**config.mk**
```make
export PLATFORM = sky130hd
export DESIGN_NAME = mf3_merge
export DESIGN_NICKNAME = d
export VERILOG_FILES = /design/src/design/mf3_pkg.sv /design/src/design/mf3_merge.sv
export SDC_FILE = /design/constraint.sdc
export NUM_CORES = 1
export LEC_CHECK = 0
export BUFFER_PORTS_ARGS = -buffer_cell sky130_fd_sc_hd__buf_4
export CELL_PAD_IN_SITES_DETAIL_PLACEMENT = 1
export CELL_PAD_IN_SITES_GLOBAL_PLACEMENT = 1
export CORE_AREA = 2 2 230 164
export CTS_CLUSTER_DIAMETER = 60
export DETAILED_ROUTE_END_ITERATION = 12
export DIE_AREA = 0 0 232 166
export PLACE_DENSITY_LB_ADDON = 0.1
export RECOVER_POWER = 100
export SLEW_MARGIN = 25
export SYNTH_ARGS = -nofsm -noshare
export SYNTH_HDL_FRONTEND = slang
export SYNTH_SLANG_ARGS = --single-unit
```
**constraint.sdc**
```tcl
create_clock -name i_clk -period 14.55 [get_ports i_clk]
set_clock_uncertainty 0.1 [all_clocks]
set_input_delay 4.365 -clock i_clk [delete_from_list [all_inputs] [get_ports i_clk]]
set_output_delay 4.365 -clock i_clk [all_outputs]
set_load 0.01 [all_outputs]
```
**src/design/mf3_pkg.sv**
```systemverilog
package mf3_pkg;

    localparam int CH_W           = 8;
    localparam int NUM_CH         = 3;
    localparam int PIX_W          = NUM_CH * CH_W;
    localparam int WIN_N          = 3;
    localparam int WIN_SZ         = WIN_N * WIN_N;
    localparam int CFG_W          = 13;
    localparam int APB_DW         = 32;
    localparam int APB_AW         = 3;
    localparam int DEF_MAX_WIDTH  = 4096;
    localparam int DEF_MAX_HEIGHT = 4096;
    localparam int LANE_STAGES    = 3;
    localparam int FIFO_DEPTH     = 16;

    localparam logic [CFG_W-1:0] CFG_RST_SIZE = 13'd4096;

    // pixel packed as red (high byte), green, blue (low byte)
    typedef logic [PIX_W-1:0] t_pix;

    // one channel of a 3x3 window, index row*3+col
    typedef logic [WIN_SZ-1:0][CH_W-1:0] t_win9;

    typedef struct packed {
        logic emit_a;     // window result for column c-1
        logic emit_b;     // right-edge result for the last column
        logic frame_end;
    } t_emit_ctl;

    typedef enum logic [0:0] {
        REG_FRAME_WIDTH  = 1'b0,
        REG_FRAME_HEIGHT = 1'b1
    } t_reg_idx;

endpackage

```
**src/design/mf3_merge.sv**
```systemverilog
module mf3_merge
    import mf3_pkg::*;
(
    input  logic             i_clk,
    input  logic             i_rst_n,
    input  logic             i_push,
    input  t_emit_ctl        i_ctl,
    input  t_pix             i_pix_a,
    input  t_pix             i_pix_b,
    input  logic             i_tready,
    output logic             o_tvalid,
    output logic [PIX_W-1:0] o_tdata,   // median_red, median_green, median_blue
    output logic             o_tlast,
    output logic             o_tuser    // frame_end
);

    localparam int AW = $clog2(FIFO_DEPTH);

    typedef struct packed {
        logic frame_end;
        logic run_end;
        t_pix pix;
    } t_out_item;

    t_out_item       r_mem [FIFO_DEPTH];
    logic [AW-1:0]   r_wr_ptr, n_wr_ptr;
    logic [AW-1:0]   r_rd_ptr, n_rd_ptr;
    logic [AW:0]     r_count, n_count;
    logic            both;
    logic [1:0]      push_n;
    logic            pop;
    t_out_item       first_item, second_item, head;

    always_comb begin
        both   = i_ctl.emit_a && i_ctl.emit_b;
        push_n = i_push ? ({1'b0, i_ctl.emit_a} + {1'b0, i_ctl.emit_b}) : 2'd0;

        first_item.pix       = i_ctl.emit_a ? i_pix_a : i_pix_b;
        first_item.run_end   = !both;
        first_item.frame_end = i_ctl.frame_end && !i_ctl.emit_a;

        second_item.pix       = i_pix_b;
        second_item.run_end   = 1'b1;
        second_item.frame_end = i_ctl.frame_end;

        pop      = o_tvalid && i_tready;
        n_wr_ptr = r_wr_ptr + AW'(push_n);
        n_rd_ptr = r_rd_ptr + AW'(pop);
        n_count  = r_count + (AW+1)'(push_n) - (AW+1)'(pop);
    end

    always_ff @(posedge i_clk) begin
        if (push_n != 2'd0) begin
            r_mem[r_wr_ptr] <= first_item;
        end
        if (push_n == 2'd2) begin
            r_mem[r_wr_ptr + AW'(1)] <= second_item;
        end
    end

    always_ff @(posedge i_clk) begin
        if (!i_rst_n) begin
            r_wr_ptr <= '0;
            r_rd_ptr <= '0;
            r_count  <= '0;
        end else begin
            r_wr_ptr <= n_wr_ptr;
            r_rd_ptr <= n_rd_ptr;
            r_count  <= n_count;
        end
    end

    assign head     = r_mem[r_rd_ptr];
    assign o_tvalid = (r_count != '0);
    assign o_tdata  = {head.pix[CH_W-1:0], head.pix[2*CH_W-1:CH_W], head.pix[PIX_W-1:2*CH_W]};
    assign o_tlast  = head.run_end;
    assign o_tuser  = head.frame_end;

    a_no_overflow: assert property (@(posedge i_clk) disable iff (!i_rst_n)
        i_push |-> ({1'b0, r_count} + push_n) <= FIFO_DEPTH)
        else $error("result queue overflow");

    a_frame_end_last: assert property (@(posedge i_clk) disable iff (!i_rst_n)
        o_tvalid && o_tuser |-> o_tlast)
        else $error("frame end not on last result of its request");

    a_frame_end_edge: assert property (@(posedge i_clk) disable iff (!i_rst_n)
        i_push && i_ctl.frame_end |-> i_ctl.emit_b)
        else $error("frame end without right-edge result");

endmodule

```
==> impl_results.md, run 1 <==
- Status: complete, but fails checks
- Failing checks: max-capacitance violations, max-slew violations
- WHS Path Cells: 1
- Post-DR wirelength/cell: 33.2 um
- Core area: 0.0365 mm2
- Critical Path Sink Type: output port
- Ports: 82
- Total Power: 3140 uW
- #FFs+latches synth: 429
- Initial Utilization: 54.8%
- Critical path type: reg2out
- Post-synth cell types: 52
- Clk root buf: clkbuf_16
- H-tree levels: 2
- Overall global routing resource usage: 35.8%
- Drt via density: 7.00
- DR vias: 14.3k
- First-pass GRT wire length: 99,700 um
- DRT Pass-1 Iters: 6
- Post-CTS Resized: 0
- Post-CTS setup buffer count: 0
- Clock-pin slew on the worst setup and hold paths: 60 ps
- Die area: 0.0385 mm2
- Die H: 166 um
- Synth top area share: 59.9%
- Final HPWL DP: 40,200 um
- Final wirelength: 67,700 um
- Setup TNS: 0 ps
- Final setup vio count: 0
- Synthesized Nets: 1,548
- GP Congestion: 0.829
- Top area cells in the synthesized netlist: edfxtp_1 60%, mux4_2 12%, nor2_1 6.9%, a22oi_1 4.3%, dfxtp_1 2.9%
- Vias in the first global route: 14.7k
- Final Util: 60.7%
- Share of cells above drive strength 1: 17.7%
- Number of synthesized flops with an enable pin: 400
- Ys flop type: edfxtp_1
- Syn avg cell area: 13.6 um2
- Pwr/cell area: 141 mW/mm2
- Count leader, synth: edfxtp_1
- CTS Hold Bufs: 0
- Synth top cells by count: 400 x edfxtp_1, 366 x nor2_1, 114 x a22oi_1
- Grt total ovfl: 0
- Post-Syn Area: 0.0200 mm2
- CTS tree: built
- Slew HR: -222%
- Final hold violations: 0
- Worst-Skew Late Latency: 560 ps
- Synth async-reset ratio: 0%
- Data required, critical path: 10,090 ps
- Synth Instances: 1,479
- Antenna Cells: 0
- Post-route ant nets: 0
- Yosys warns: 0
- Area Growth Syn to Fin: 10.7%
- Worst-Margin Slew: 4830 ps
- Port bufs: 81
- Clock Sinks: 429
- Total CTS buffers: 44
- RSZ-0062 raised after global routing: no
- Crit-path max FO: 70
- Tcrit/Tclk final: 72.7%
- Pleak: 0.00658 uW
- Synth area leader: edfxtp_1
- Sequential area share after synthesis: 62.8%
- DR iter-0 viols: 1,874
- Die Wd: 232 um
- Clock buffer depth: 3
- Post-route DRC: 0
- CP arrival: 6110 ps
- Largest net degree at the start of global routing: 80
- Crit start category: flip-flop
- Reg2Reg Depth: 5
- Max-cap violations: 28
- Initial antenna violation count: 1
- Worst IR drop on VDD: 0.000104 V
- Minimum clock period: 10,580 ps
- Max Slew Vio Count: 604
- Nets: 1,591
- Fill cell count: 3,488
- Hold crit path type: reg2reg
- Peak Freq: 94.6 MHz
- Site row count: 59
==> final timing paths <==
check	slack [ps]	to	from
worst max-delay path	3970	o_tdata[14]	r_rd_ptr[1]
worst min-delay path	370	r_mem[7][24]	r_mem[7][24]
worst max register to register	8860	r_mem[2][2]	r_wr_ptr[3]
worst min register to register	370	r_mem[7][24]	r_mem[7][24]
==> through the flow <==
step                hold slack [ps]  instances  setup WS (ps)  cell area [um2]
global placement                341       1961           6890            21200
CTS                             367       2038           6620            22600
finish                          372       2040           3970            22200
floorplan                       331       1479           6760            20000
detailed placement              353       1962           6770            21200
global route                    402       2040           3630            22200
==> where the power goes <==
part | internal (uW) | total [uW] | switching, uW
Sequential | 1370 | 1420 | 53.7
Clock | 657 | 1150 | 489
Combinational | 286 | 568 | 282
Total | 2310 | 3140 | 824
==> state kept, by name, summed over array words and instances, names as in the netlist <==
register,count
r_mem,416
r_count,5
r_rd_ptr,4
r_wr_ptr,4
==> cell families after synthesis <==
family / Yosys count / share of synthesized area (%)
AO/OA/AOI/OAI: 229 / 8.47
XOR/XNOR: 6 / 0.262
multiplexers: 132 / 13.3
adder cells (fa/ha/maj): 14 / 0.949
flip-flops: 429 / 62.8
buffers and inverters: 137 / 2.93
AND/OR/NAND/NOR: 532 / 11.3
==> cell type report <==
type / instances / area, um2 / share of cell area (%)
clock buffer: 59 / 1180 / 5.31
clock inverter: 17 / 220 / 0.992
inverter: 15 / 56.3 / 0.254
multi-input combinational: 913 / 6790 / 30.6
sequential: 429 / 12600 / 56.8
tap: 488 / 611 / 2.75
timing repair buffer: 119 / 733 / 3.30
==> worst max-delay path, stage by stage (launching register included) <==
cell      delay (ps)
dfxtp_4          720
clkbuf_1        3410
mux4_2           840
a22oi_1          100
nand2_1          220
clkbuf_1         190
==> per-layer routing <==
metal / GRT usage (%) / up-vias / wire, um
met2: 54.7 / 1022 / 31400
met1: 50.9 / 7375 / 26500
met5: 0 / - / 13
li1: - / 5700 / -
met3: 7.97 / 185 / 7440
met4: 13.0 / 2 / 2410
==> placed cells by master, fill, tap and decap left out, types with 3 or more instances in the layout <==
cell | netlist | routed
a21oi_1 | 8 | 8
a22oi_1 | 114 | 124
a32oi_1 | 24 | 24
and2_0 | 0 | 7
and2_1 | 12 | 4
buf_4 | 7 | 67
bufinv_16 | 0 | 5
clkbuf_1 | 71 | 63
clkbuf_16 | 0 | 45
clkinv_1 | 1 | 3
clkinv_2 | 0 | 4
clkinvlp_4 | 0 | 4
dfxtp_1 | 29 | 27
edfxtp_1 | 400 | 400
ha_1 | 12 | 12
inv_1 | 13 | 13
mux2_2 | 25 | 24
mux4_2 | 104 | 104
nand2_1 | 66 | 62
nand2_4 | 0 | 3
nand2b_1 | 3 | 3
nand3_1 | 55 | 55
nor2_1 | 366 | 365
nor2b_1 | 5 | 3
nor3_1 | 3 | 7
nor3b_1 | 5 | 6
o21ai_0 | 40 | 49
o22a_1 | 12 | 12
xnor2_1 | 4 | 4
(Power assumes the default switching activity.)
==> inputs of run 2 (changes only) <==
Settings changed: CORE_AREA 2 2 230 164 to 2 2 238 170, DIE_AREA 0 0 232 166 to 0 0 240 172.
Clock period 14.55 ns to 11.07 ns, I/O delays scaled along.
==> run 2 against run 1 <==
Compared with the run above:
- the flow still finishes with violations (max-capacitance violations, max-slew violations)
- combinational power grew 29%
- global-route usage is 2.7 points lower
- via count shrank 2.6%
- critical endpoint is now r_mem[11][12]
==> impl_results.md, run 2 (synthesis gave the netlist of run 1 again) <==
- Status: complete, but fails checks
- Failing checks: max-capacitance violations, max-slew violations
- Startpoint of the worst register-to-register path: r_wr_ptr[3]
- Worst Min Path Start: r_mem[15][24]
- Peak Freq: 116 MHz
- CTS Hold Bufs: 0 (unchanged)
- Top Registers: r_mem x416, r_count x5
- First-pass GRT wire length: 97,000 um (-2.7%)
- Area Growth Syn to Fin: 11.7%
- Largest delay share family, worst path: buffers and inverters
- Critical path type: in2reg
- Antenna Cells: 0 (unchanged)
- GP Congestion: 0.784 (-5.4%)
- Crit start category: input port
- Total CTS buffers: 44 (unchanged)
- Share of cells above drive strength 1: 18.7% (+1.1 points)
- CP Buf/Inv Count: 2 (unchanged)
- Minimum clock period: 8660 ps
- Post-DR wirelength/cell: 31.9 um (-3.8%)
- CP Cell Sequence: clkbuf_1, ha_1, mux2_1, nand3_1, nor2_1, clkbuf_1
- Reg-to-reg slack, setup: 6170 ps (-2690 ps)
- Fill cell count: 3,825 (+9.7%)
- CP arrival: 8720 ps (+2610 ps)
- Clock-pin slew on the worst setup and hold paths: 60 ps (about the same)
- Worst-Skew Late Latency: 560 ps (about the same)
- Final setup vio count: 0 (unchanged)
- Commonest non-fill, non-tap cell in the layout: edfxtp_1
- Die Wd: 240 um (+3.4%)
- Largest net degree at the start of global routing: 86 (+7.5%)
- Post-CTS setup buffer count: 0 (unchanged)
- Crit path from: i_ctl[2]
- CP max-delay cell: nor2_1
- Post-route DRC: 0 (unchanged)
- Clock buffer depth: 3 (unchanged)
- Nets: 1,593 (+0.13%)
- Port bufs: 81 (unchanged)
- Worst-Margin Slew: 3060 ps (-1770 ps)
- Most flops, register: r_mem
- Drt via density: 6.66 (-4.9%)
- Max-cap violations: 20 (-29%)
- Ports: 82 (unchanged)
- Setup TNS: 0 ps (unchanged)
- Max Slew Vio Count: 473 (-22%)
- Die area: 0.0413 mm2 (+7.2%)
- Final HPWL DP: 39,700 um (-1.2%)
- Data required, critical path: 11,140 ps (+1050 ps)
- Final hold violations: 0 (unchanged)
- Hold crit path type: reg2reg
- H-tree levels: 2 (unchanged)
- Site row count: 61 (+3.4%)
- Clock Sinks: 429 (unchanged)
- Final wirelength: 66,700 um (-1.5%)
- DR vias: 13.9k (-2.6%)
- Crit-path max FO: 30 (-57%)
- DRT Pass-1 Iters: 5 (-1)
- Pleak: 0.00665 uW (+1.1%)
- Commonest non-fill, non-tap cells in the layout: 400 x edfxtp_1, 361 x nor2_1, 124 x a22oi_1
- Pwr/cell area: 182 mW/mm2 (+29%)
- Critical Path Sink Type: flip-flop
- RSZ-0062 raised after global routing: no
- Grt total ovfl: 0 (unchanged)
- Area of the multi-input gates: 0.00689 mm2 (+1.3%)
- Worst IR drop on VDD: 0.000136 V (+30%)
- Final Util: 57.3% (-3.4 points)
- CTS tree: built
- Die H: 172 um (+3.6%)
- Slowest stage delay, CP: 1640 ps (-1770 ps)
- Clk root buf: clkbuf_16
- DR iter-0 viols: 1,885 (+0.59%)
- Slew HR: -104% (+120 points)
- Seq. cell area: 0.0126 mm2 (unchanged)
- Initial Utilization: 51.3% (-3.6 points)
- Post-CTS Resized: 0 (unchanged)
- Critical path's most frequent cell: clkbuf_1
- Initial antenna violation count: 0 (-1)
- Largest register FFs: 416 (unchanged)
- Vias in the first global route: 14.2k (-3.4%)
- Core area: 0.0391 mm2 (+6.9%)
- Overall global routing resource usage: 33.1% (-2.7 points)
- Tcrit/Tclk final: 78.2%
- Post-route ant nets: 0 (unchanged)
[run 2: changes by cell type in the layout (fill, tap and decap cells not counted), sizes merged]
cell and change:
clkbuf -11, buf +7, clkinv +11, bufinv -1
clkinvlp -3
[run 2: path summary, 6_finish.rpt]
check / to / depth (start not counted)
setup / recovery: r_mem[11][12] / 6
hold / removal: r_mem[15][24] / 1
setup reg to reg: r_mem[11][12] / 4
hold reg to reg: r_mem[15][24] / 1
[run 2: cell type report]
type                       instances  area share, %
inverter                          15          0.251
clock buffer                      53           5.16
tap                              535           2.99
sequential                       429           56.3
clock inverter                    24          0.950
multi-input combinational        913           30.7
timing repair buffer             121           3.64
[run 2: power by group]
part	internal, uW	switching (uW)	leakage [uW]
Sequential	1800	65.6	0.00371
Clock	834	643	0.000670
Combinational	364	370	0.00228
Total	3000	1080	0.00665
[run 2: through the flow]
step	power, uW	worst slack [ps]	hold slack (ps)	cells	instance area (um2)
final	4080	2410	365	2090	22400
after global routing	4210	2310	393	2090	22400
after CTS	4110	4150	368	2089	22700
after detailed placement	2660	4350	354	2012	21300
after global placement	2640	4450	352	2009	21300
after floorplan	2410	4320	331	1479	20000
[run 2: layer usage]
layer	vias to the layer above	wire length (um)	GRT usage (%)
li1	5707	-	-
met5	-	0	0
met4	0	1800	10.6
met2	818	30500	51.0
met3	133	6910	6.61
met1	7259	27500	47.8
==> inputs of run 3 (changes only) <==
Settings changed: CORE_AREA 2 2 238 170 to 2 2 250 178, DIE_AREA 0 0 240 172 to 0 0 252 180.
Clock period 11.07 ns to 7.15 ns, I/O delays scaled along.
==> run 3 against run 2 <==
Compared with the run above:
- die area increased by 9.9%
- global-route usage shrank 3.5 points
- clock power up 61%
- worst setup slack worse by 1700 ps
- first-iteration DRC count decreased by 24%
- the flow still finishes with violations (max-capacitance violations, max-slew violations)
- sequential power increased by 56%
- critical path depth stayed put
- highest routed layer unchanged
- cell area up 0.63%
- sequential share of layout area fell by 0.34 points
==> impl_results.md, run 3 (synthesis gave the netlist of run 1 again) <==
- Failing checks: max-capacitance violations, max-slew violations
- Nets: 1,593 (unchanged)
- Overall global routing resource usage: 29.6% (-3.5 points)
- Switch Pwr: 1710 uW (+59%)
- Setup ws final: 737 ps (-1680 ps)
- Max Slew Vio Count: 384 (-19%)
- Switching Fraction: 26.6% (+0.18 points)
- Internal power: 4710 uW (+57%)
- Worst IR drop on VDD: 0.000165 V (+22%)
- Site row count: 64 (+4.9%)
- CP arrival: 6730 ps (-1990 ps)
- Worst-Skew Late Latency: 570 ps (about the same)
- Final HPWL DP: 41,100 um (+3.5%)
- Power share of the sequential group: 45.3% (-0.5 points)
- Final setup vio count: 0 (unchanged)
- Largest register FFs: 416 (unchanged)
- Reg-to-reg slack, setup: 1860 ps (-4310 ps)
- Critical path type: in2reg
- Status: complete, but fails checks
- Initial Utilization: 46.5% (-4.8 points)
- Max-cap violations: 21 (+5.0%)
- Combinational fraction of design power: 17.6% (-0.4 points)
- Vias in the first global route: 14.0k (-1.3%)
- Tcrit/Tclk final: 89.7%
- Die H: 180 um (+4.7%)
- Antenna Cells: 0 (unchanged)
- Fill cell count: 4,256 (+11%)
- Largest net degree at the start of global routing: 88 (+2.3%)
- Peak Freq: 156 MHz
- Die area: 0.0454 mm2 (+9.9%)
- Crit-path max FO: 30 (unchanged)
- DR iter-0 viols: 1,429 (-24%)
- Core area: 0.0431 mm2 (+10%)
- Grt total ovfl: 0 (unchanged)
- Area of the multi-input gates: 0.00686 mm2 (-0.36%)
- Clk root buf: clkbuf_16
- Top Registers: r_mem x416, r_count x5
- Post-route DRC: 0 (unchanged)
- Pleak: 0.00669 uW (+0.50%)
- Setup TNS: 0 ps (unchanged)
- Commonest non-fill, non-tap cells in the layout: 400 x edfxtp_1, 363 x nor2_1, 124 x a22oi_1
- Seq. cell area: 0.0126 mm2 (about the same)
- Total CTS buffers: 45 (+2.3%)
- Port bufs: 81 (unchanged)
- Most flops, register: r_mem
- Pwr/cell area: 285 mW/mm2 (+56%)
- Ports: 82 (unchanged)
- Hold crit path type: reg2reg
- Critical Path Sink Type: flip-flop
- Post-route ant nets: 0 (unchanged)
- Die Wd: 252 um (+5.0%)
- Area Growth Syn to Fin: 12.4%
- Share of cells above drive strength 1: 19.1% (+0.34 points)
- Post-CTS setup buffer count: 0 (unchanged)
- Post-CTS Resized: 0 (unchanged)
- Final wirelength: 66,100 um (-0.90%)
- Commonest non-fill, non-tap cell in the layout: edfxtp_1
- Slew HR: -77.6% (+27 points)
- CTS tree: built
- Minimum clock period: 6410 ps
- Total Power: 6420 uW (+57%)
- Post-DR wirelength/cell: 31.2 um (-2.3%)
- Data required, critical path: 7460 ps (-3680 ps)
- First-pass GRT wire length: 97,100 um (+0.14%)
- Clock buffer depth: 3 (unchanged)
- H-tree levels: 2 (unchanged)
- Initial antenna violation count: 0 (unchanged)
- Clock-pin slew on the worst setup and hold paths: 60 ps (about the same)
- CTS Hold Bufs: 0 (unchanged)
- GP Congestion: 0.802 (+2.3%)
- DR vias: 13.7k (-1.7%)
- DRT Pass-1 Iters: 5 (unchanged)
- Clock network power share: 37.1% (+0.9 points)
- RSZ-0062 raised after global routing: no
- Final hold violations: 0 (unchanged)
- Placement Setup Slack: 1780 ps (-2570 ps)
- Crit start category: input port
- Clock Sinks: 429 (unchanged)
- Worst-Margin Slew: 2660 ps (-404 ps)
- Drt via density: 6.46 (-3.1%)
[run 3: worst paths after layout]
check,from,to,depth (start not counted)
worst max register to register,r_wr_ptr[3],r_mem[1][9],6
worst min register to register,r_mem[14][24],r_mem[14][24],1
worst max-delay path,i_ctl[2],r_mem[1][4],6
worst min-delay path,r_mem[14][24],r_mem[14][24],1
[run 3: metrics by stage]
stage                     cells  instance area (um2)  utilization, %  hold WS, ps
after detailed placement   2036                21400            49.7          368
final                      2120                22500            52.3          379
after global routing       2120                22500            52.3          398
after CTS                  2118                22900            53.1          381
after floorplan            1479                20000               -          331
after global placement     2032                21300            49.4          361
[run 3: routing by layer]
metal	vias up	GRT usage [%]	share of wire [%]
li1	5729	-	-
met1	7230	45.1	45
met5	-	0	0
met3	82	4.37	7.9
met2	645	45.3	45
met4	0	6.13	1.8
[run 3: cell type report]
type                       instances  area share [%]
timing repair buffer             120            3.76
clock inverter                    27            1.11
tap                              561            3.11
sequential                       429            55.9
clock buffer                      55            5.40
inverter                          15           0.250
multi-input combinational        913            30.4
[run 3: power by group through the flow]
| stage | Clock, uW | Combinational, uW | Sequential [uW] |
|---|---|---|---|
| floorplan | 0 | 874 | 2860 |
| global placement | 0 | 1160 | 2960 |
| detailed placement | 0 | 1190 | 2960 |
| CTS | 2410 | 1190 | 2910 |
| global route | 2490 | 1220 | 2920 |
| finish | 2380 | 1130 | 2910 |
[run 3: critical path, cell delays in order]
cell     delay (ps)
buf_4           430
ha_1            470
mux2_1          420
nor3b_1        2050
a22oi_1         880
nor2_1          300
