[config.mk]
export PLATFORM = sky130hd
export DESIGN_NAME = mf3_lane
export DESIGN_NICKNAME = d
export VERILOG_FILES = /design/src/design/mf3_pkg.sv /design/src/design/mf3_lane.sv
export SDC_FILE = /design/constraint.sdc
export NUM_CORES = 1
export LEC_CHECK = 0
export ABC_AREA = 1
export BUFFER_PORTS_ARGS = -buffer_cell sky130_fd_sc_hd__buf_2
export CAP_MARGIN = 0
export CELL_PAD_IN_SITES_DETAIL_PLACEMENT = 1
export CELL_PAD_IN_SITES_GLOBAL_PLACEMENT = 1
export CORE_UTILIZATION = 39
export CTS_CLUSTER_SIZE = 12
export DETAILED_ROUTE_END_ITERATION = 10
export GPL_ROUTABILITY_DRIVEN = 0
export HOLD_SLACK_MARGIN = 0.08
export PLACE_DENSITY_LB_ADDON = 0.1
export RECOVER_POWER = 25
export SKIP_LAST_GASP = 1
export SYNTH_ARGS = -nofsm -noshare
export SYNTH_HDL_FRONTEND = slang
export SYNTH_SLANG_ARGS = --single-unit
[constraint.sdc]
create_clock -name i_clk -period 3.89 [get_ports i_clk]
set_input_delay 0.389 -clock i_clk [delete_from_list [all_inputs] [get_ports i_clk]]
set_output_delay 0.389 -clock i_clk [all_outputs]
set_load 0.005 [all_outputs]
[src/design/mf3_pkg.sv]
package mf3_pkg;

    localparam int CH_W           = 8;
    localparam int NUM_CH         = 3;
    localparam int PIX_W          = NUM_CH * CH_W;
    localparam int WIN_N          = 3;
    localparam int WIN_SZ         = WIN_N * WIN_N;
    localparam int CFG_W          = 13;
    localparam int APB_DW         = 32;
    localparam int APB_AW         = 3;
    localparam int DEF_MAX_WIDTH  = 4096;
    localparam int DEF_MAX_HEIGHT = 4096;
    localparam int LANE_STAGES    = 3;
    localparam int FIFO_DEPTH     = 16;

    localparam logic [CFG_W-1:0] CFG_RST_SIZE = 13'd4096;

    // pixel packed as red (high byte), green, blue (low byte)
    typedef logic [PIX_W-1:0] t_pix;

    // one channel of a 3x3 window, index row*3+col
    typedef logic [WIN_SZ-1:0][CH_W-1:0] t_win9;

    typedef struct packed {
        logic emit_a;     // window result for column c-1
        logic emit_b;     // right-edge result for the last column
        logic frame_end;
    } t_emit_ctl;

    typedef enum logic [0:0] {
        REG_FRAME_WIDTH  = 1'b0,
        REG_FRAME_HEIGHT = 1'b1
    } t_reg_idx;

endpackage

[src/design/mf3_lane.sv]
module mf3_lane
    import mf3_pkg::*;
(
    input  logic            i_clk,
    input  t_win9           i_win,
    output logic [CH_W-1:0] o_median
);

    typedef logic [CH_W-1:0] t_ch;

    function automatic t_ch f_min(input t_ch a, input t_ch b);
        return (a < b) ? a : b;
    endfunction

    function automatic t_ch f_max(input t_ch a, input t_ch b);
        return (a < b) ? b : a;
    endfunction

    function automatic t_ch f_med3(input t_ch a, input t_ch b, input t_ch c);
        return f_max(f_min(a, b), f_min(f_max(a, b), c));
    endfunction

    t_ch n_lo [WIN_N];
    t_ch n_md [WIN_N];
    t_ch n_hi [WIN_N];
    t_ch r_lo [WIN_N];
    t_ch r_md [WIN_N];
    t_ch r_hi [WIN_N];
    t_ch n_max_lo, n_med_md, n_min_hi;
    t_ch r_max_lo, r_med_md, r_min_hi;
    t_ch n_median, r_median;

    // stage A: sort each row
    always_comb begin
        for (int i = 0; i < WIN_N; i++) begin
            n_lo[i] = f_min(f_min(i_win[i*WIN_N], i_win[i*WIN_N+1]), i_win[i*WIN_N+2]);
            n_hi[i] = f_max(f_max(i_win[i*WIN_N], i_win[i*WIN_N+1]), i_win[i*WIN_N+2]);
            n_md[i] = f_med3(i_win[i*WIN_N], i_win[i*WIN_N+1], i_win[i*WIN_N+2]);
        end
    end

    // stage B: max of lows, median of mids, min of highs
    always_comb begin
        n_max_lo = f_max(f_max(r_lo[0], r_lo[1]), r_lo[2]);
        n_med_md = f_med3(r_md[0], r_md[1], r_md[2]);
        n_min_hi = f_min(f_min(r_hi[0], r_hi[1]), r_hi[2]);
    end

    // stage C
    assign n_median = f_med3(r_max_lo, r_med_md, r_min_hi);

    always_ff @(posedge i_clk) begin
        r_lo     <= n_lo;
        r_md     <= n_md;
        r_hi     <= n_hi;
        r_max_lo <= n_max_lo;
        r_med_md <= n_med_md;
        r_min_hi <= n_min_hi;
        r_median <= n_median;
    end

    assign o_median = r_median;

endmodule

==> flow_summary_export.csv, run 1 <==
group,metric,value,unit
status,run_status,"finished with violations",
status,violations_in_the_final_reports,"DRC",
placement,io_buffers,80,
floorplanning,die_width,153,um
sta,fin_setup_tns,0,ns
layout,nets,1795,
yosys,synth_cell_types,23,
clock_tree,tritoncts,"done",
setup_path,critical_path.endpoint_type,"register",
yosys,synth.cell_area,8850,um^2
yosys,async_reset_ff_share,0,%
placement,dp_hpwl,22500,um
clock_tree,cts.hold.buffers_added,0,
routing,detail_route.wl_per_cell,14.7,um
floorplanning,core_area,22000,um^2
sta,timing_max_transition_violations_final,0,
yosys,synth_area_leader_cell,"sky130_fd_sc_hd__dfxtp_1",
sta,max-slew-margin-rel,54.4,%
job,maxCapViolCount,0,
yosys,ys_ff_latch,104,
clock_tree,cts.root.buffer_cell,"sky130_fd_sc_hd__clkbuf_16",
yosys,post-synth-top-count-cell,"sky130_fd_sc_hd__nand2_1",
yosys,synth.top_cell.area_share,23.5,%
clock_tree,cts.sink_count,104,
grt,first_global_vias,9379,
routing,via_per_inst,4.95,
floorplanning,floorplan.die_area,23300,um^2
floorplanning,die_y,153,um
yosys,synth-warning-count,0,
yosys,post_synth_inst_count,1339,
sta,tightest_slew,0.684,ns
floorplanning,top_level_ports,81,
yosys,mappedNetlistNets,1566,
yosys,syn_avg_cell_area,6.61,um^2
clock_tree,worstSkewPairLatency,0.35,ns
setup_path,startpoint_type,"register",
sta,timing_hold_violations_final,0,
routing,drt_drc_violations_left,6,
yosys,fraction_of_the_yosys_area_taken_by_sequential_cells,23.5,%
routing,detailedRoute.firstIterationViolations,329,
layout,layout_cells_sized_above_1,23.7,%
grt,grtUsageTotal,23.6,%
setup_path,worst_ep_arrival_time,3.92,ns
yosys,synthFlopType,"sky130_fd_sc_hd__dfxtp_1",
routing,firstDrtPassIters,8,
yosys,synth.area.top_cells,"sky130_fd_sc_hd__dfxtp_1, sky130_fd_sc_hd__ha_1, sky130_fd_sc_hd__nand2_1, sky130_fd_sc_hd__inv_1, sky130_fd_sc_hd__a21oi_1",
setup_path,critical_setup_path_kind,"reg -> reg",
yosys,number_of_flops_mapped_to_enable_cells_by_yosys,0,
clock_tree,max-clock-path-buffers,2,
layout,area_delta_synth_final,28.7,%
sta,clock_skew,0.0124,ns
setup_path,critical_path_required,4.14,ns
grt,grt_overflow,0,
floorplanning,initial_core_utilization,40.2,%
grt,grt_pass1_wl,44500,um
sta,fin_worst_hold_slack,0.302,ns
sta,period_share,94.2,%
grt,grt_antenna_before_repair,0,
layout,layout_fillers,2951,
setup_path,path_max_fanout,15,
sta,finalCriticalPeriod,3.67,ns
routing,routed-via-count,9169,
sta,report.final.setup_viol,0,
routing,routed_wirelength,27100,um
yosys,synthTopCellsByCount,"sky130_fd_sc_hd__nand2_1, sky130_fd_sc_hd__inv_1, sky130_fd_sc_hd__ha_1",
clock_tree,number_of_buffers_added_by_the_clock_tree_synthesis_step,9,
clock_tree,htreeDepth,3,
layout,diodes_inserted,0,
min_path,worstHoldPathType,"in -> reg",
grt,grt_start_max_net_pins,22,
sta,maxClockFrequency,273,MHz
routing,route.antenna.remaining_nets,0,
floorplanning,standard_cell_rows,54,
clock_tree,clk_pin_slew_worst_paths,0.07,ns
metrics by stage:
stage | std cells | util [%] | area [um^2] | worst slack [ns]
CTS | 1836 | 49.9 | 11000 | -0.000568
floorplan | 1339 | - | 8910 | 0.0236
finish | 1852 | 51.7 | 11400 | 0.224
detailed placement | 1817 | 48.3 | 10600 | -0.380
global placement | 1817 | 48.3 | 10600 | -0.257
global route | 1852 | 51.7 | 11400 | -0.0575
cell usage in the layout, fill, tap and decap left out, types with 9 or more instances in the layout:
cell	count
sky130_fd_sc_hd__ha_4	10
sky130_fd_sc_hd__a21oi_1	105
sky130_fd_sc_hd__nor2_1	94
sky130_fd_sc_hd__nand2_1	358
sky130_fd_sc_hd__o21ai_0	66
sky130_fd_sc_hd__ha_1	143
sky130_fd_sc_hd__nand3_1	69
sky130_fd_sc_hd__inv_1	202
sky130_fd_sc_hd__o21ai_1	40
sky130_fd_sc_hd__buf_4	158
sky130_fd_sc_hd__buf_2	78
sky130_fd_sc_hd__nand2_2	26
sky130_fd_sc_hd__dfxtp_1	97
sky130_fd_sc_hd__nand2_4	15
sky130_fd_sc_hd__a21oi_2	9
sky130_fd_sc_hd__clkbuf_16	9
sky130_fd_sc_hd__o21ai_2	19
state kept, by name, indices dropped and copies added, names as in the netlist:
register  cells
r_min_hi      8
r_max_lo      8
r_hi         24
r_md         24
r_med_md      8
r_lo         24
o_median      8
worst paths after layout:
kind,start,endpoint,slack [ns],cells after the start
min,i_win[64],r_lo[0]$_DFF_P_,0.30,3
max reg2reg,r_med_md[3]$_DFF_P_,o_median[5]$_DFF_P_,0.22,26
max,r_med_md[3]$_DFF_P_,o_median[5]$_DFF_P_,0.22,26
min reg2reg,r_lo[0]$_DFF_P_,r_max_lo[0]$_DFF_P_,0.50,2
metal layers:
metal | vias up | GRT usage, % | routed length (um)
li1 | 4787 | - | -
met1 | 4198 | 27.2 | 12000
met2 | 139 | 44.0 | 13600
met3 | 45 | 3.38 | 840
met4 | 0 | 8.23 | 713
met5 | - | 0 | 0
logic make-up (layout without fill, tap and decap cells):
logic type / after synthesis / after routing / share of synthesized area, %
flops: 104 / 104 / 23.5
simple gates: 575 / 577 / 27.3
fa+ha+maj: 154 / 154 / 21.8
compound gates: 267 / 267 / 16.7
buf+inv: 239 / 470 / 10.8
cell type report:
type	count	area [um^2]	share of cell area, %
clock buffers	11	243	2.13
clock inverters	4	53.8	0.472
inverters	207	777	6.82
multi-input cells	998	6160	54.1
flip-flops and latches	104	2100	18.4
well taps	280	350	3.08
repair buffers	248	1710	15.0
worst max-delay path, stage by stage, from the launching register on:
cell and delay (ns):
sky130_fd_sc_hd__dfxtp_1 0.33, sky130_fd_sc_hd__inv_1 0.10, sky130_fd_sc_hd__ha_4 0.28, sky130_fd_sc_hd__nand2_1 0.04
sky130_fd_sc_hd__inv_1 0.05, sky130_fd_sc_hd__nand2_1 0.05, sky130_fd_sc_hd__nand2_1 0.07, sky130_fd_sc_hd__nand2_2 0.09
sky130_fd_sc_hd__nand2_4 0.11, sky130_fd_sc_hd__buf_6 0.15, sky130_fd_sc_hd__nand2_1 0.06, sky130_fd_sc_hd__o21ai_1 0.12
sky130_fd_sc_hd__ha_1 0.28, sky130_fd_sc_hd__a21oi_1 0.19, sky130_fd_sc_hd__nand2_1 0.09, sky130_fd_sc_hd__nand2_2 0.08
sky130_fd_sc_hd__nand2_2 0.12, sky130_fd_sc_hd__buf_4 0.17, sky130_fd_sc_hd__nand2_1 0.05, sky130_fd_sc_hd__o21ai_1 0.08
sky130_fd_sc_hd__ha_1 0.20, sky130_fd_sc_hd__a21oi_2 0.13, sky130_fd_sc_hd__nor2_1 0.07, sky130_fd_sc_hd__a211oi_4 0.36
sky130_fd_sc_hd__nand2_4 0.15, sky130_fd_sc_hd__nand2_1 0.09, sky130_fd_sc_hd__nand2_1 0.04
repair_timing:
item,in CTS,in global routing
gates resized for setup,14,94
hold endpoints to repair,0,0
buffers inserted,4,14
cloned,0,2
endpoints found under the setup margin,24,40
pin swaps,4,29
Power of run 1 is left out: the tool's default activity adds up to more than one toggle a clock period on the data nets, which glitch-free logic cannot reach.
==> run 2: changes to the inputs <==
--- a/config.mk
+++ b/config.mk
@@ -5,12 +5,13 @@
 export SDC_FILE = /design/constraint.sdc
 export NUM_CORES = 1
 export LEC_CHECK = 0
-export ABC_AREA = 1
+export ABC_AREA = 0
+export ABC_CLOCK_PERIOD_IN_PS = 3890
 export BUFFER_PORTS_ARGS = -buffer_cell sky130_fd_sc_hd__buf_2
-export CAP_MARGIN = 0
+export CAP_MARGIN = 30
 export CELL_PAD_IN_SITES_DETAIL_PLACEMENT = 1
 export CELL_PAD_IN_SITES_GLOBAL_PLACEMENT = 1
-export CORE_UTILIZATION = 39
+export CORE_UTILIZATION = 43
 export CTS_CLUSTER_SIZE = 12
 export DETAILED_ROUTE_END_ITERATION = 10
 export GPL_ROUTABILITY_DRIVEN = 0
==> run 2 against run 1 <==
  * The flow finishes with violations (setup timing)
  * Via count rose by 13%
  * Critical path depth down 1
  * Sequential cell count stayed put
  * Cell count down 10%
  * Sequential share of layout area down 3.4 points
  * Non-clock buffer count up 135
  * Clock-buffer cell count down 2
  * Worst hold slack got worse by 0.021 ns
  * Die area shrank 6.3%
  * Register-to-register slack got worse by 1.5 ns
==> flow_summary_export.csv, run 2 <==
group,metric,value,unit
routing,route.antenna.remaining_nets,0,
min_path,worst_hold_startpoint,"i_win[41]",
layout,layout.cells.most_common,"sky130_fd_sc_hd__buf_4",
yosys,mappedNetlistNets,1250,
yosys,post_synth_fa_ha_maj_area_fraction,21.1,%
clock_tree,max-clock-path-buffers,2,
floorplanning,core_area,20600,um^2
routing,detailedRoute.firstIterationViolations,539,
yosys,synth-xor-area-share,0,%
clock_tree,clk_pin_slew_worst_paths,0.08,ns
setup_path,ff2ff_path_depth,25,
floorplanning,standard_cell_rows,52,
status,run_status,"finished with violations",
layout,diodes_inserted,0,
grt,grt_start_max_net_pins,21,
setup_path,reg_to_reg_endpoint,"r_med_md[5]$_DFF_P_",
layout,area_delta_synth_final,52.6,%
placement,dp_hpwl,24300,um
floorplanning,top_level_ports,81,
min_path,worstHoldPathType,"in -> reg",
floorplanning,die_width,148,um
setup_path,worst_ep_arrival_time,5.43,ns
floorplanning,die_y,148,um
min_path,timing.hold.worst_endpoint,"r_hi[9]$_DFF_P_",
min_path,worst_hold_path_cell_count,2,
setup_path,critical_path_required,4.19,ns
layout,final_cell_mix,"sky130_fd_sc_hd__buf_4, sky130_fd_sc_hd__inv_1, sky130_fd_sc_hd__ha_1",
floorplanning,floorplan.die_area,21800,um^2
setup_path,startpoint_type,"register",
grt,grt_pass1_wl,57100,um
layout,layout_cells_sized_above_1,47.6,%
yosys,synth.cell_area,9140,um^2
routing,firstDrtPassIters,5,
grt,first_global_vias,10700,
yosys,synthFlopType,"sky130_fd_sc_hd__dfxtp_1",
sta,finalCriticalPeriod,5.13,ns
layout,nets,1618,
sta,max-slew-margin-rel,40.9,%
sta,timing_max_transition_violations_final,0,
sta,timing_hold_violations_final,0,
clock_tree,cts.hold.buffers_added,0,
clock_tree,number_of_buffers_added_by_the_clock_tree_synthesis_step,9,
sta,clock_skew,0.0179,ns
grt,grt_overflow,0,
power,switching_power,7510,uW
yosys,number_of_flops_mapped_to_enable_cells_by_yosys,0,
yosys,async_reset_ff_share,0,%
clock_tree,cts.sink_count,104,
placement,post_dp_cell_area,11900,um^2
yosys,synth_top_family_by_area,"adder cells",
clock_tree,tritoncts,"done",
power,power.ir.vdd_worst,0.000758,V
setup_path,critical_path.endpoint_type,"register",
power,cell_internal_pwr,8330,uW
yosys,ys_ff_latch,104,
routing,detail_route.wl_per_cell,28.3,um
layout,top_regs,"r_hi (24), r_lo (24), r_md (24)",
yosys,syn_avg_cell_area,8.93,um^2
yosys,synth_cell_types,66,
yosys,fraction_of_the_yosys_area_taken_by_sequential_cells,22.8,%
clock_tree,htreeDepth,3,
grt,grt_antenna_before_repair,1,
power,p_comb_share,81.4,%
yosys,synth_simple_gate_area_share,10.0,%
setup_path,critical_setup_path_kind,"reg -> reg",
routing,routed_wirelength,47100,um
status,violations_in_the_final_reports,"setup timing",
yosys,synth.area.top_cells,"sky130_fd_sc_hd__dfxtp_1, sky130_fd_sc_hd__ha_1, sky130_fd_sc_hd__mux2i_1, sky130_fd_sc_hd__mux2_2, sky130_fd_sc_hd__inv_1",
clock_tree,worstSkewPairLatency,0.38,ns
yosys,muxShareOfSynthArea,20.1,%
sta,final.setup.worst_slack,-1.24,ns
power,swShare,47.4,%
yosys,synthTopCellsByCount,"sky130_fd_sc_hd__ha_1, sky130_fd_sc_hd__inv_1, sky130_fd_sc_hd__dfxtp_1",
yosys,synth-warning-count,0,
layout,finalInstanceArea,13900,um^2
setup_path,r2r_setup_slack,-1.24,ns
sta,period_share,132,%
yosys,synth.top_cell.area_share,22.8,%
power,total_leakage_power,0.00674,uW
clock_tree,cts.root.buffer_cell,"sky130_fd_sc_hd__clkbuf_16",
sta,rsz0062_at_grt,"true",
sta,fin_setup_tns,-45.16,ns
routing,routed-via-count,10400,
layout,layout_fillers,2254,
yosys,post_synth_inst_count,1023,
floorplanning,initial_core_utilization,44.4,%
power,seqPwrFrac,12.2,%
yosys,synth_area_leader_cell,"sky130_fd_sc_hd__dfxtp_1",
grt,grtUsageTotal,33.9,%
power,power_density,1140,nW/um^2
routing,drt_drc_violations_left,0,
setup_path,path_max_fanout,7,
sta,tightest_slew,0.877,ns
sta,report.final.setup_viol,71,
routing,via_per_inst,6.22,
job,maxCapViolCount,0,
yosys,synth_compound_gate_area_share,18.8,%
power,pwr-share-clk,6.4,%
sta,maxClockFrequency,195,MHz
sta,fin_worst_hold_slack,0.282,ns
setup_path,worst_reg2reg_startpoint,"r_md[13]$_DFF_P_",
placement,io_buffers,80,
yosys,post-synth-top-count-cell,"sky130_fd_sc_hd__ha_1",
-- run 2: cell count changes in the layout (fill, tap and decap cells not counted), sizes merged, moves of 62 or more --
cell	previous run	this run
buf	245	377
inv	208	146
nand2	400	53
nor2	96	31
mux2i	0	98
mux2	0	75
-- run 2: how the worst max path moves through the flow --
stage,cells past startpoint,startpoint,end,slack [ns]
floorplan,22,i_win[61],r_md[0]$_DFF_P_,-0.63
global placement,22,r_md[17]$_DFF_P_,r_med_md[0]$_DFF_P_,-1.02
detailed placement,20,r_md[17]$_DFF_P_,r_med_md[0]$_DFF_P_,-1.13
CTS,22,r_md[9]$_DFF_P_,r_med_md[0]$_DFF_P_,-0.93
global route,24,r_md[13]$_DFF_P_,r_med_md[5]$_DFF_P_,-1.39
finish,25,r_md[13]$_DFF_P_,r_med_md[5]$_DFF_P_,-1.24
-- run 2: what timing repair did --
action | in CTS | in global routing
cloned | 2 | 0
pin swaps | 79 | 69
setup endpoints to repair | 40 | 63
gates resized for setup | 130 | 108
setup buffers | 58 | 32
-- run 2: logic make-up after synthesis --
| family | after synthesis |
|---|---|
| AO/OA/AOI/OAI | 241 |
| adder cells (fa/ha/maj) | 154 |
| buffers and inverters | 168 |
| flip-flops | 104 |
| multiplexers | 173 |
| AND/OR/NAND/NOR | 183 |
-- run 2: final cells by class --
class,count,area (um^2),share of cell area (%)
Clock buffer,9,225,1.62
Clock inverter,7,92.6,0.664
Inverter,142,578,4.15
Multi-Input combinational cell,751,7670,55.0
Sequential cell,104,2100,15.0
Tap cell,270,338,2.42
Timing Repair Buffer,383,2940,21.1
-- run 2: critical path, stage by stage, from the launching register on --
cell and delay [ns]:
sky130_fd_sc_hd__dfxtp_1 0.38, sky130_fd_sc_hd__inv_1 0.12, sky130_fd_sc_hd__ha_1 0.36, sky130_fd_sc_hd__a21oi_1 0.23
sky130_fd_sc_hd__o21ai_2 0.13, sky130_fd_sc_hd__nor2_4 0.27, sky130_fd_sc_hd__buf_6 0.17, sky130_fd_sc_hd__mux2_4 0.32
sky130_fd_sc_hd__ha_1 0.32, sky130_fd_sc_hd__nand4_1 0.16, sky130_fd_sc_hd__a221oi_2 0.31, sky130_fd_sc_hd__nor2_2 0.11
sky130_fd_sc_hd__a31oi_4 0.18, sky130_fd_sc_hd__buf_12 0.16, sky130_fd_sc_hd__buf_6 0.13, sky130_fd_sc_hd__o21ai_4 0.08
sky130_fd_sc_hd__ha_4 0.32, sky130_fd_sc_hd__nand3_4 0.10, sky130_fd_sc_hd__o221ai_2 0.21, sky130_fd_sc_hd__a21o_1 0.22
sky130_fd_sc_hd__nor2_2 0.06, sky130_fd_sc_hd__a31oi_4 0.19, sky130_fd_sc_hd__buf_6 0.14, sky130_fd_sc_hd__buf_12 0.13
sky130_fd_sc_hd__nand2_1 0.10, sky130_fd_sc_hd__o21ai_1 0.13
-- run 2: stage by stage --
step | cells | power, uW | setup slack [ns] | utilization, %
4_1_cts | 1639 | 12700 | -0.931 | 64.6
2_1_floorplan | 1023 | 7030 | -0.635 | -
3_5_place_dp | 1566 | 10200 | -1.13 | 57.9
3_3_place_gp | 1566 | 9770 | -1.02 | 57.9
6_report | 1666 | 15800 | -1.24 | 67.8
5_1_grt | 1666 | 16300 | -1.39 | 67.8
-- run 2: power groups by stage --
stage | combinational, uW | clock, uW | sequential (uW)
floorplan | 5340 | 0 | 1690
global placement | 7960 | 0 | 1810
detailed placement | 8380 | 0 | 1820
CTS | 9890 | 978 | 1820
global route | 13300 | 1050 | 1930
finish | 12900 | 1020 | 1930
-- run 2: metal layers --
metal / wire (um) / share of wire (%) / vias to the layer above / GRT usage [%]
met5: 11 / 0.023 / - / 0
met4: 3240 / 6.9 / 2 / 14.5
met3: 2960 / 6.3 / 236 / 6.05
met2: 23500 / 50 / 538 / 63.1
met1: 17400 / 37 / 5167 / 37.6
li1: - / - / 4419 / -
No activity file was read; power rests on OpenSTA's default activity.
==> run 3: changes to the inputs <==
--- a/config.mk
+++ b/config.mk
@@ -11,7 +11,7 @@
 export CAP_MARGIN = 30
 export CELL_PAD_IN_SITES_DETAIL_PLACEMENT = 1
 export CELL_PAD_IN_SITES_GLOBAL_PLACEMENT = 1
-export CORE_UTILIZATION = 43
+export CORE_UTILIZATION = 25
 export CTS_CLUSTER_SIZE = 12
 export DETAILED_ROUTE_END_ITERATION = 10
 export GPL_ROUTABILITY_DRIVEN = 0
==> run 3 against run 2 <==
  * The run still ends with setup timing left
  * Total power down 13%
  * Utilization down 27 points
  * Clock skew down 0.0047 ns
  * Critical path depth down 4
  * Sequential share of layout area down 0.54 points
  * Maximum frequency up 6.1%
  * Final area up 3.9%
  * Sequential cell count unchanged
  * Clock-buffer cell count unchanged
  * Register-to-register slack better by 0.29 ns
  * Sequential power down 5%
  * Worst hold slack better by 0.023 ns
  * Largest cell class unchanged
==> flow_summary_export.csv, run 3 (synthesis gave the netlist of run 2 again) <==
group,metric,value,unit
power,power_density,953,nW/um^2
routing,detailedRoute.firstIterationViolations,199,
setup_path,reg_to_reg_endpoint,"r_med_md[0]$_DFF_P_",
placement,place_inst,1809,
setup_path,worst_reg2reg_startpoint,"r_md[17]$_DFF_P_",
setup_path,path_max_fanout,7,
sta,maxClockFrequency,207,MHz
power,power.ir.vdd_worst,0.000589,V
layout,layout.cells.non_filler,1895,
clock_tree,htreeDepth,3,
layout,layout_fillers,4174,
sta,timing_max_transition_violations_final,0,
floorplanning,die_y,193,um
clock_tree,cts.sink_count,104,
clock_tree,tritoncts,"done",
setup_path,startpoint,"r_md[17]$_DFF_P_",
routing,route.antenna.remaining_nets,0,
layout,nets,1657,
sta,tightest_slew,0.911,ns
setup_path,worst_ep_arrival_time,5.09,ns
sta,period_share,124,%
layout,area.sequential,2100,um^2
grt,grt_antenna_before_repair,0,
routing,detail_route.wl_per_cell,17.0,um
power,total_leakage_power,0.00687,uW
clock_tree,clk_pin_slew_worst_paths,0.08,ns
grt,grt_pass1_wl,49600,um
clock_tree,worstSkewPairLatency,0.35,ns
min_path,worst_hold_startpoint,"i_win[65]",
sta,fin_setup_tns,-27.77,ns
sta,final.setup.worst_slack,-0.948,ns
setup_path,startpoint_type,"register",
setup_path,critical-path-slowest-cell,"sky130_fd_sc_hd__a2111o_1",
setup_path,critical_path_required,4.14,ns
floorplanning,top_level_ports,81,
clock_tree,cts.hold.buffers_added,0,
setup_path,critical-path-max-stage-delay,0.43,ns
routing,drt_drc_violations_left,0,
sta,report.final.setup_viol,40,
layout,multi_input_area,7720,um^2
layout,diodes_inserted,0,
job,maxCapViolCount,0,
sta,timing_hold_violations_final,0,
clock_tree,number_of_buffers_added_by_the_clock_tree_synthesis_step,9,
sta,rsz0062_at_grt,"true",
status,violations_in_the_final_reports,"setup timing",
grt,first_global_vias,9178,
grt,grtUsageTotal,17.4,%
layout,finalInstanceArea,14500,um^2
grt,grt_start_max_net_pins,18,
setup_path,ff2ff_path_depth,21,
layout,top_regs,"r_hi (24), r_lo (24), r_md (24)",
sta,max-slew-margin-rel,38.6,%
layout,area_delta_synth_final,58.5,%
min_path,timing.hold.worst_endpoint,"r_hi[1]$_DFF_P_",
placement,post_dp_cell_area,12500,um^2
routing,routed-via-count,8741,
power,power.total,13800,uW
status,run_status,"finished with violations",
grt,grt_overflow,0,
setup_path,r2r_setup_slack,-0.95,ns
placement,dp_hpwl,27100,um
layout,layout_cells_sized_above_1,48.5,%
setup_path,critical_setup_path_kind,"reg -> reg",
sta,finalCriticalPeriod,4.84,ns
sta,clock_skew,0.0132,ns
floorplanning,floorplan.die_area,37300,um^2
layout,layout.cells.most_common,"sky130_fd_sc_hd__buf_4",
floorplanning,standard_cell_rows,69,
min_path,worst_hold_path_cell_count,2,
floorplanning,core_area,35700,um^2
setup_path,critical_path.most_common_cell,"sky130_fd_sc_hd__ha_4",
clock_tree,max-clock-path-buffers,2,
floorplanning,initial_core_utilization,25.6,%
placement,io_buffers,80,
routing,firstDrtPassIters,6,
routing,via_per_inst,4.61,
routing,routed_wirelength,32300,um
clock_tree,cts.root.buffer_cell,"sky130_fd_sc_hd__clkbuf_16",
floorplanning,die_width,193,um
setup_path,timing.critical_path.cells,"ha_4, a2111o_1, and3_4, nor2_4, buf_6, mux2_4, ha_4, nand4_1, a221oi_4, nor2_2, a31oi_4, buf_12, mux2i_4, ha_4, a21oi_4, o221ai_2, a21o_1, nor2_2, a31oi_4, or3_1, and3_1",
min_path,worstHoldPathType,"in -> reg",
setup_path,critical_path.endpoint_type,"register",
layout,final_cell_mix,"sky130_fd_sc_hd__buf_4, sky130_fd_sc_hd__inv_1, sky130_fd_sc_hd__ha_1",
[run 3: changes by cell type in the layout (fill, tap and decap cells not counted), sizes merged]
cell      delta
clkbuf       +4
inv          -2
clkinvlp     +2
buf         +35
bufinv       -1
[run 3: power by group]
group	total, uW	switching, uW	internal (uW)
Clock	851	417	433
Sequential	1830	308	1520
Combinational	11100	5120	6000
Total	13800	5850	7950
[run 3: cell type report]
class | instances | area share [%]
multi-input cells | 751 | 53.3
repair buffers | 422 | 22.3
flip-flops and latches | 104 | 14.5
inverters | 142 | 3.99
well taps | 461 | 3.98
clock buffers | 9 | 1.56
clock inverters | 6 | 0.294
[run 3: worst max path at each step]
stage | end | slack (ns) | depth (start not counted)
finish | r_med_md[0]$_DFF_P_ | -0.95 | 21
global route | r_med_md[0]$_DFF_P_ | -1.14 | 21
CTS | r_med_md[0]$_DFF_P_ | -0.97 | 22
detailed placement | r_med_md[0]$_DFF_P_ | -1.22 | 20
global placement | r_med_md[0]$_DFF_P_ | -1.23 | 22
floorplan | r_md[0]$_DFF_P_ | -0.63 | 22
[run 3: per-layer routing]
layer | part of all wire, % | global-route usage (%)
met5 | 0 | 0
met4 | 0.99 | 3.28
met3 | 1.1 | 1.61
met2 | 48 | 29.3
met1 | 50 | 24.0
[run 3: critical path: cells and delay by family (launching register included)]
family	cells	cell delay, ns
AOI/OAI and AO/OA	7	1.42
DFF	1	0.37
muxes	2	0.62
buffers and inverters	2	0.31
adders and majority gates	3	0.78
and+or+nand+nor	7	1.24
[run 3: metrics by stage]
step	util, %	worst slack [ns]	hold WS (ns)
after floorplan	-	-0.635	0.433
after global placement	35.1	-1.23	0.515
after detailed placement	35.1	-1.22	0.517
after CTS	38.5	-0.968	0.294
after global routing	40.5	-1.14	0.303
final	40.5	-0.948	0.305
[run 3: repair_timing]
action | 4_1_cts | 5_1_grt
buffers inserted | 50 | 26
endpoints found under the setup margin | 48 | 56
pin swaps | 83 | 76
gates resized for setup | 132 | 124
cloned | 1 | 1
